## src/hdl/sspd_pkg.sv

```systemverilog
// ----------------------------------------------------------------------------
// sspd_pkg
// Shared types, constants and field decode functions for the status packet
// decoder.
// ----------------------------------------------------------------------------
package sspd_pkg;

  localparam int PACKET_BYTES = 13;
  localparam int STORE_BYTES  = 12;
  localparam int IDX_W        = $clog2(PACKET_BYTES);
  localparam int SUM_W        = 12;
  localparam int LEVEL_W      = 13;
  localparam int PROD_W       = 22;

  localparam logic [SUM_W-1:0]  SUM_GOOD  = 12'h0FF;
  localparam logic [15:0]       THR_OK     = 16'd1023;
  localparam logic [15:0]       THR_CANCEL = 16'd720;
  localparam logic [15:0]       THR_RIGHT  = 16'd270;
  localparam logic [15:0]       THR_LEFT   = 16'd60;
  localparam logic [PROD_W-1:0] LEVEL_MUL  = 22'd3545;

  typedef enum logic [2:0] {
    BTN_NONE   = 3'd0,
    BTN_LEFT   = 3'd1,
    BTN_RIGHT  = 3'd2,
    BTN_CANCEL = 3'd3,
    BTN_OK     = 3'd4
  } button_t;

  typedef struct packed {
    logic [7:0] rx_byte;
    logic       packet_start;
  } in_word_t;

  typedef struct packed {
    logic [15:0]        sensor_a;
    logic [15:0]        sensor_b;
    logic [15:0]        sensor_c;
    logic [15:0]        sensor_d;
    logic [2:0]         button_code;
    logic [1:0]         version_major;
    logic [2:0]         version_minor;
    logic               battery_is_pack;
    logic [LEVEL_W-1:0] battery_level;
  } held_t;

  typedef struct packed {
    logic               packet_ok;
    logic [15:0]        sensor_a;
    logic [15:0]        sensor_b;
    logic [15:0]        sensor_c;
    logic [15:0]        sensor_d;
    logic [2:0]         button_code;
    logic [1:0]         version_major;
    logic [2:0]         version_minor;
    logic               battery_is_pack;
    logic [LEVEL_W-1:0] battery_level;
  } out_word_t;

  function automatic logic [2:0] button_from(logic [15:0] w);
    button_t b;
    if (w > THR_OK) begin
      b = BTN_OK;
    end else if (w > THR_CANCEL) begin
      b = BTN_CANCEL;
    end else if (w > THR_RIGHT) begin
      b = BTN_RIGHT;
    end else if (w > THR_LEFT) begin
      b = BTN_LEFT;
    end else begin
      b = BTN_NONE;
    end
    return 3'(b);
  endfunction

  function automatic logic [LEVEL_W-1:0] level_from(logic [9:0] v);
    logic [PROD_W-1:0] p;
    p = PROD_W'(v) * LEVEL_MUL;
    return p[PROD_W-1:9];
  endfunction

endpackage

```

## src/hdl/sspd_in_reg.sv

```systemverilog
// ----------------------------------------------------------------------------
// sspd_in_reg
// Input register: holds one received word until the decoder core takes it.
// ----------------------------------------------------------------------------
module sspd_in_reg (
  input  logic              clk,
  input  logic              rst_n,
  input  logic              in_valid,
  output logic              in_stall,
  input  sspd_pkg::in_word_t in_word,
  input  logic              take,
  output logic              s1_valid,
  output sspd_pkg::in_word_t s1_word
);
  import sspd_pkg::*;

  logic     valid_r, valid_nxt;
  in_word_t word_r;
  logic     load;

  assign load      = !valid_r || take;
  assign in_stall  = !load;
  assign valid_nxt = in_valid ? 1'b1 : (valid_r && !take);

  always_ff @(posedge clk) begin
    if (!rst_n) begin
      valid_r <= 1'b0;
    end else if (load) begin
      valid_r <= valid_nxt;
    end
  end

  always_ff @(posedge clk) begin
    if (load && in_valid) begin
      word_r <= in_word;
    end
  end

  assign s1_valid = valid_r;
  assign s1_word  = word_r;

endmodule

```

## src/hdl/sspd_core.sv

```systemverilog
// ----------------------------------------------------------------------------
// sspd_core
// Packet assembly, byte sum check, held value update and result register.
// ----------------------------------------------------------------------------
module sspd_core (
  input  logic               clk,
  input  logic               rst_n,
  input  logic               s1_valid,
  input  sspd_pkg::in_word_t s1_word,
  output logic               take,
  output logic               out_valid,
  input  logic               out_stall,
  output sspd_pkg::out_word_t out_word
);
  import sspd_pkg::*;

  logic [IDX_W-1:0] idx_r, idx_nxt, idx_eff;
  logic [SUM_W-1:0] sum_r, sum_nxt, sum_eff, sum_new;
  logic [7:0]       store_r [STORE_BYTES];
  logic [7:0]       pkt     [STORE_BYTES];
  held_t            held_r, held_nxt;
  logic             ok_r, out_valid_r, out_valid_nxt;
  logic             last, ok, done;
  logic [15:0]      btn_w, stat_w;

  assign idx_eff = s1_word.packet_start ? '0 : idx_r;
  assign sum_eff = s1_word.packet_start ? '0 : sum_r;
  assign sum_new = sum_eff + SUM_W'(s1_word.rx_byte);
  assign last    = (idx_eff == IDX_W'(PACKET_BYTES - 1));
  assign ok      = (sum_new == SUM_GOOD);
  assign take    = s1_valid && (!last || !out_valid_r || !out_stall);
  assign done    = take && last;

  // forward the current byte into its slot
  always_comb begin
    for (int k = 0; k < STORE_BYTES; k++) begin
      pkt[k] = (idx_eff == IDX_W'(k)) ? s1_word.rx_byte : store_r[k];
    end
  end

  assign btn_w  = {pkt[9], pkt[8]};
  assign stat_w = {pkt[11], pkt[10]};

  always_comb begin
    idx_nxt = last ? '0 : idx_eff + IDX_W'(1);
    sum_nxt = last ? '0 : sum_new;
    held_nxt                 = held_r;
    held_nxt.sensor_a        = {pkt[1], pkt[0]};
    held_nxt.sensor_b        = {pkt[3], pkt[2]};
    held_nxt.sensor_c        = {pkt[5], pkt[4]};
    held_nxt.sensor_d        = {pkt[7], pkt[6]};
    held_nxt.button_code     = button_from(btn_w);
    held_nxt.version_major   = stat_w[14:13];
    held_nxt.version_minor   = stat_w[12:10];
    held_nxt.battery_is_pack = !stat_w[15];
    held_nxt.battery_level   = level_from(stat_w[9:0]);
    out_valid_nxt = done ? 1'b1 : (out_valid_r && out_stall);
  end

  always_ff @(posedge clk) begin
    if (!rst_n) begin
      idx_r       <= '0;
      sum_r       <= '0;
      held_r      <= '0;
      ok_r        <= 1'b0;
      out_valid_r <= 1'b0;
    end else begin
      out_valid_r <= out_valid_nxt;
      if (take) begin
        idx_r <= idx_nxt;
        sum_r <= sum_nxt;
      end
      if (done) begin
        ok_r <= ok;
      end
      if (done && ok) begin
        held_r <= held_nxt;
      end
    end
  end

  always_ff @(posedge clk) begin
    for (int k = 0; k < STORE_BYTES; k++) begin
      if (take && idx_eff == IDX_W'(k)) begin
        store_r[k] <= s1_word.rx_byte;
      end
    end
  end

  assign out_valid                = out_valid_r;
  assign out_word.packet_ok       = ok_r;
  assign out_word.sensor_a        = held_r.sensor_a;
  assign out_word.sensor_b        = held_r.sensor_b;
  assign out_word.sensor_c        = held_r.sensor_c;
  assign out_word.sensor_d        = held_r.sensor_d;
  assign out_word.button_code     = held_r.button_code;
  assign out_word.version_major   = held_r.version_major;
  assign out_word.version_minor   = held_r.version_minor;
  assign out_word.battery_is_pack = held_r.battery_is_pack;
  assign out_word.battery_level   = held_r.battery_level;

endmodule

```

## src/hdl/sensor_status_packet_decoder_top.sv

```systemverilog
// ----------------------------------------------------------------------------
// sensor_status_packet_decoder_top
// Status packet decoder: takes one packet byte per word and reports the
// held sensor, button and battery values once per packet.
// ----------------------------------------------------------------------------
// One byte is accepted every cycle unless the input stalls. A byte passes
// through the input register and is folded into the running sum and the
// packet store when the core takes it; on the last byte of a packet the
// core then registers the result word at the output. The output register
// holds one result, so input only stalls when the last byte of a packet
// arrives while the previous result is still stalled at the output.
module sensor_status_packet_decoder_top (
  input  logic                clk,
  input  logic                rst_n,
  input  logic                in_valid,
  output logic                in_stall,
  input  sspd_pkg::in_word_t  in_word,
  output logic                out_valid,
  input  logic                out_stall,
  output sspd_pkg::out_word_t out_word
);
  import sspd_pkg::*;

  logic     s1_valid;
  in_word_t s1_word;
  logic     take;

  sspd_in_reg u_in_reg (
    .clk      (clk),
    .rst_n    (rst_n),
    .in_valid (in_valid),
    .in_stall (in_stall),
    .in_word  (in_word),
    .take     (take),
    .s1_valid (s1_valid),
    .s1_word  (s1_word)
  );

  sspd_core u_core (
    .clk       (clk),
    .rst_n     (rst_n),
    .s1_valid  (s1_valid),
    .s1_word   (s1_word),
    .take      (take),
    .out_valid (out_valid),
    .out_stall (out_stall),
    .out_word  (out_word)
  );

endmodule

```

## config.mk

```make
export PLATFORM = sky130hd
export DESIGN_NAME = sensor_status_packet_decoder_top
export DESIGN_NICKNAME = d
export VERILOG_FILES = /design/src/hdl/sspd_pkg.sv /design/src/hdl/sspd_in_reg.sv /design/src/hdl/sspd_core.sv /design/src/hdl/sensor_status_packet_decoder_top.sv
export SDC_FILE = /design/constraint.sdc
export NUM_CORES = 1
export LEC_CHECK = 0
export BUFFER_PORTS_ARGS = -buffer_cell sky130_fd_sc_hd__buf_2
export CORE_ASPECT_RATIO = 1.1
export CORE_MARGIN = 4
export CORE_UTILIZATION = 60
export CTS_BUF_LIST = sky130_fd_sc_hd__clkbuf_8 sky130_fd_sc_hd__clkbuf_16
export DETAILED_ROUTE_END_ITERATION = 10
export GPL_ROUTABILITY_DRIVEN = 0
export PLACE_DENSITY = 0.81
export RECOVER_POWER = 25
export SYNTH_ARGS = -nofsm -noshare
export SYNTH_HDL_FRONTEND = slang
export SYNTH_SLANG_ARGS = --single-unit
export TNS_END_PERCENT = 100
```

## constraint.sdc

```tcl
create_clock -name clk -period 7.7 [get_ports clk]
set_input_delay 0.77 -clock clk [delete_from_list [all_inputs] [get_ports clk]]
set_output_delay 0.77 -clock clk [all_outputs]
set_load 0.005 [all_outputs]
```

==> PnR_summary.wiki <==
{| class="wikitable"
! Metric !! Value
|-
| Status || complete, no violations
|-
| Standard cell core area || between 0.015 and 0.02 mm^2
|-
| Netlist area before placement || between 0.01 and 0.015 mm^2
|-
| Path class of the lowest-slack min-delay path || in2reg
|-
| Slew margin rel. || 16.2%
|-
| Half-perimeter wire length after placement || 15.3 mm
|-
| Critical path's largest stage delay || about 0.60 ns
|-
| Share of final-layout standard cells stronger than drive strength 1 || approximately 15%
|-
| Depth of the worst register-to-register path || 24
|-
| Area enclosed by the die boundary || just under 0.02 mm^2
|-
| Initial core utilization || between 60 and 70%
|-
| Depth of the CTS H-tree || 1
|-
| Antenna fix cells || 0
|-
| Overall Global Routing Usage || 23.6%
|-
| Max-slew violation total from the final report || 0
|-
| Worst hold slack || approximately 0.43 ns
|-
| Detailed-route wire length per cell || around 17 um
|-
| Top-level I/O count || ~100
|-
| Number of antenna violations at the first check in global routing || 0
|-
| Final routed DRC violation total || 0
|-
| Slew at the pin closest to its max-slew limit || about 1.3 ns
|-
| Critical path capture point || u_core.out_word[12]
|-
| Via density per instance || between 5 and 6
|-
| Share of synthesized area spent on multiplexers || under 10%
|-
| Critical path peak fanout || 13
|-
| TritonRoute pass-1 iters || 6
|-
| Post-CTS setup buffer count || 0
|-
| Endpoint of the lowest-slack register-to-register path || u_core.out_word[12]
|-
| Cts hold-fix bufs || 0
|-
| Number of gates resized after CTS || 0
|-
| Reported max-cap violation count || 0
|-
| Data arrival time of the critical path || just over 7 ns
|-
| Clock slew at the register clock pins of the worst setup and hold paths || approximately 0.060 ns
|-
| Leading register cell type out of synthesis || sky130_fd_sc_hd__edfxtp_1
|-
| Post-synth cell types || 60
|-
| Post-synthesis sequential area ratio || between 50% and 60%
|-
| Die Y-Extent || approximately 150 um
|-
| Total number of yosys warnings || 0
|-
| Remaining global-route overflow || 0
|-
| Max Buffers Root-to-Sink || 3
|-
| Number of failing hold endpoints at the final stage || 0
|-
| Total clock sinks || 210
|-
| Most common cell after layout, fill and taps aside || sky130_fd_sc_hd__nand2_1
|-
| Post-synthesis adder-cell area fraction || ~16%
|-
| Count of port buffers added during placement || around 100
|-
| Final Skew || roughly 0.018 ns
|-
| Clock latency on the worst-skew pair || 0.51 ns
|-
| Number of rows in the core area || 50
|-
| Min Clock Period, post-route || slightly below 7 ns
|-
| Cts bufs inserted || 21
|-
| Buffer cell driving the clock tree root || sky130_fd_sc_hd__clkbuf_16
|-
| Setup crit end kind || register
|-
| Number of routed nets with antenna violations || 0
|-
| Synthesized-area fraction occupied by xor and xnor cells || 2.03%
|-
| Largest net degree at the start of global routing || 80
|-
| CP cell instances || nand2b_1 -> inv_1 -> ha_1 -> nand4bb_1 -> mux2i_1 -> inv_1 -> ha_1 -> inv_1 -> ha_1 -> inv_1 -> fa_1 -> inv_1 -> fa_1 -> fa_1 -> ha_1 -> ha_1 -> nand2_1 -> o21a_1 -> o21a_1 -> o21a_1 -> o31ai_1 -> a211oi_1 -> o21ai_0 -> a21oi_1
|-
| Total wire length after detailed routing || 23.0 mm
|-
| Combinational family with the most area after synthesis || adder cells
|-
| Beginning of the critical path || u_in_reg.s1_word[0]
|-
| Nets || ~1200
|-
| Synthesis-to-finish area growth || 14.2%
|-
| Global-route wire length before repair || 37.4 mm
|-
| Number of enable-type register cells in the synthesized netlist || around 110
|-
| Highest clock frequency the design can meet || 0.145 GHz
|-
| Slowest library cell on the worst path || sky130_fd_sc_hd__edfxtp_1
|-
| Maximum vdd drop || ~0.18 mV
|-
| Share of flip-flops with an asynchronous set or reset || 0%
|-
| Fill cell instance count of the final layout || 1238
|-
| Highest-count cells in the layout ignoring fill and taps || 178 x sky130_fd_sc_hd__nand2_1, 105 x sky130_fd_sc_hd__dfxtp_1, 105 x sky130_fd_sc_hd__edfxtp_1
|-
| Number of global-route vias before repair || ~7300
|-
| Synthesized flop and latch total || 210
|-
| Post-synthesis net count || approximately 1100
|-
| Drt initial violations || 764
|-
| Setup repair after global routing missed its margin || no
|-
| Die Span X || ~130 um
|-
| Crit Path Category || reg2reg
|-
| Area fraction in compound gates after synthesis || 10.5%
|-
| Final period utilization || roughly 90%
|-
| Crit start category || register
|-
| Mapped Avg Cell Area || approximately 10 um^2
|-
| Startpoint of the worst-slack reg-to-reg timing path || u_in_reg.s1_word[0]
|-
| Power density over the cells || 203 mW/mm^2
|-
| Endpoint required time on the critical path || 8.05 ns
|-
| Via count || around 7600
|-
| Total of endpoints with negative setup slack in the final report || 0
|-
| Clock tree from TritonCTS || built
|-
| Fin Setup TNS || 0 ns
|-
| Cell count after synthesis || ~990
|-
| Leakage dissipation || roughly 4.8 nW
|-
| FF-to-FF setup slack || between 0.7 and 0.8 ns
|-
| Post-synthesis simple-gate area fraction || 14.4%
|}
## worst min path at each step
stage / end / from / slack [ns] / depth (start not counted)
final: u_in_reg.s1_word[5] / in_word[5] / 0.43 / 1
after global routing: u_in_reg.s1_word[7] / in_word[7] / 0.42 / 1
after CTS: u_in_reg.s1_word[4] / in_word[4] / 0.42 / 1
after detailed placement: u_core.out_word[77] / u_core.out_word[77] / 0.44 / 2
after global placement: u_core.out_word[44] / u_core.out_word[44] / 0.43 / 2
after floorplan: u_core.ok_r / u_core.ok_r / 0.44 / 2
## where the power goes
group	switching [W]	leakage [nW]	internal (W)
logic	0.0000581	2.65	0.0000219
registers	0.0000110	1.80	0.00119
clock network	0.000427	0.387	0.000698
## routing by layer
metal  global-route usage [%]  share of wire, %
met1                     32.7                41
met2                     39.6                49
met3                     3.28               7.9
met4                     6.02               2.2
met5                        0                 0
## cells by family after synthesis
| logic type | after synthesis |
|---|---|
| AOI/OAI and AO/OA | 181 |
| xor gates and xnor gates | 24 |
| adders and majority gates | 109 |
| buffers and inverters | 118 |
| DFF | 210 |
| muxes | 19 |
| and+or+nand+nor | 328 |
## registers in the layout, summed over array words and instances (netlist names)
| name | cells |
|---|---|
| u_core.out_valid | 1 |
| u_core.sum_r | 12 |
| u_in_reg.s1_valid | 1 |
| u_in_reg.s1_word | 9 |
| u_core.out_word | 86 |
| u_core.ok_r | 1 |
| u_core.idx_r | 4 |
| u_core.store_r | 96 |
## cells in the mapped netlist (2+ instances only)
master | n | area (um^2)
sky130_fd_sc_hd__edfxtp_1 | 105 | 3150
sky130_fd_sc_hd__nand2_1 | 178 | 668
sky130_fd_sc_hd__nor2_1 | 49 | 184
sky130_fd_sc_hd__buf_4 | 2 | 15.0
sky130_fd_sc_hd__nand3_1 | 24 | 120
sky130_fd_sc_hd__and2_1 | 6 | 37.5
sky130_fd_sc_hd__buf_2 | 20 | 100
sky130_fd_sc_hd__nor2b_1 | 12 | 75.1
sky130_fd_sc_hd__a21boi_0 | 2 | 15.0
sky130_fd_sc_hd__a311oi_1 | 5 | 43.8
sky130_fd_sc_hd__o2111a_1 | 2 | 22.5
sky130_fd_sc_hd__clkbuf_1 | 19 | 71.3
sky130_fd_sc_hd__o21a_1 | 6 | 45.0
sky130_fd_sc_hd__nor4_1 | 5 | 31.3
sky130_fd_sc_hd__or2_2 | 4 | 25.0
sky130_fd_sc_hd__and3_1 | 3 | 18.8
sky130_fd_sc_hd__a21oi_1 | 104 | 521
sky130_fd_sc_hd__inv_1 | 75 | 282
sky130_fd_sc_hd__o31ai_1 | 3 | 22.5
sky130_fd_sc_hd__nor3_1 | 12 | 60.1
sky130_fd_sc_hd__a21o_1 | 7 | 52.6
sky130_fd_sc_hd__mux2i_1 | 8 | 80.1
sky130_fd_sc_hd__xnor2_1 | 13 | 114
sky130_fd_sc_hd__nand3b_1 | 5 | 37.5
sky130_fd_sc_hd__o21bai_1 | 3 | 22.5
sky130_fd_sc_hd__mux2_2 | 11 | 124
sky130_fd_sc_hd__o2111ai_1 | 3 | 26.3
sky130_fd_sc_hd__or3_1 | 6 | 37.5
sky130_fd_sc_hd__o21ai_0 | 19 | 95.1
sky130_fd_sc_hd__ha_1 | 73 | 913
sky130_fd_sc_hd__a22oi_1 | 8 | 60.1
sky130_fd_sc_hd__nand4_1 | 11 | 68.8
sky130_fd_sc_hd__fa_1 | 36 | 721
sky130_fd_sc_hd__a211oi_1 | 3 | 22.5
sky130_fd_sc_hd__dfxtp_1 | 105 | 2100
sky130_fd_sc_hd__nand2b_1 | 4 | 25.0
sky130_fd_sc_hd__xor2_1 | 11 | 96.3
sky130_fd_sc_hd__o211ai_1 | 5 | 37.5
## layout make-up
| cell class | count | area (um^2) | area share, % |
|---|---|---|---|
| clock inverters | 15 | 204 | 1.72 |
| repair buffers | 116 | 594 | 5.02 |
| inverters | 76 | 285 | 2.41 |
| well taps | 234 | 293 | 2.47 |
| clock buffers | 23 | 564 | 4.76 |
| multi-input cells | 661 | 4650 | 39.2 |
| flip-flops and latches | 210 | 5260 | 44.4 |
## metrics by stage
step / worst slack [ns] / power [W] / cells / area (um^2) / utilization [%]
2_1_floorplan: 1.37 / 0.00127 / 989 / 10400 / -
6_report: 0.786 / 0.00240 / 1335 / 11800 / 69.6
4_1_cts: 0.857 / 0.00242 / 1335 / 11900 / 69.7
5_1_grt: 0.173 / 0.00248 / 1335 / 11800 / 69.6
3_5_place_dp: 0.974 / 0.00130 / 1297 / 11100 / 65.2
3_3_place_gp: 1.23 / 0.00130 / 1297 / 11100 / 65.2
## critical path: cells and delay by family, from the launching register on
| family | cells | cell delay [ns] |
|---|---|---|
| mux | 1 | 0.45 |
| simple gates | 3 | 0.90 |
| flops | 1 | 0.60 |
| compound gates | 7 | 1.17 |
| fa+ha+maj | 8 | 3.20 |
| buf+inv | 5 | 0.44 |
(Power assumes the default switching activity.)
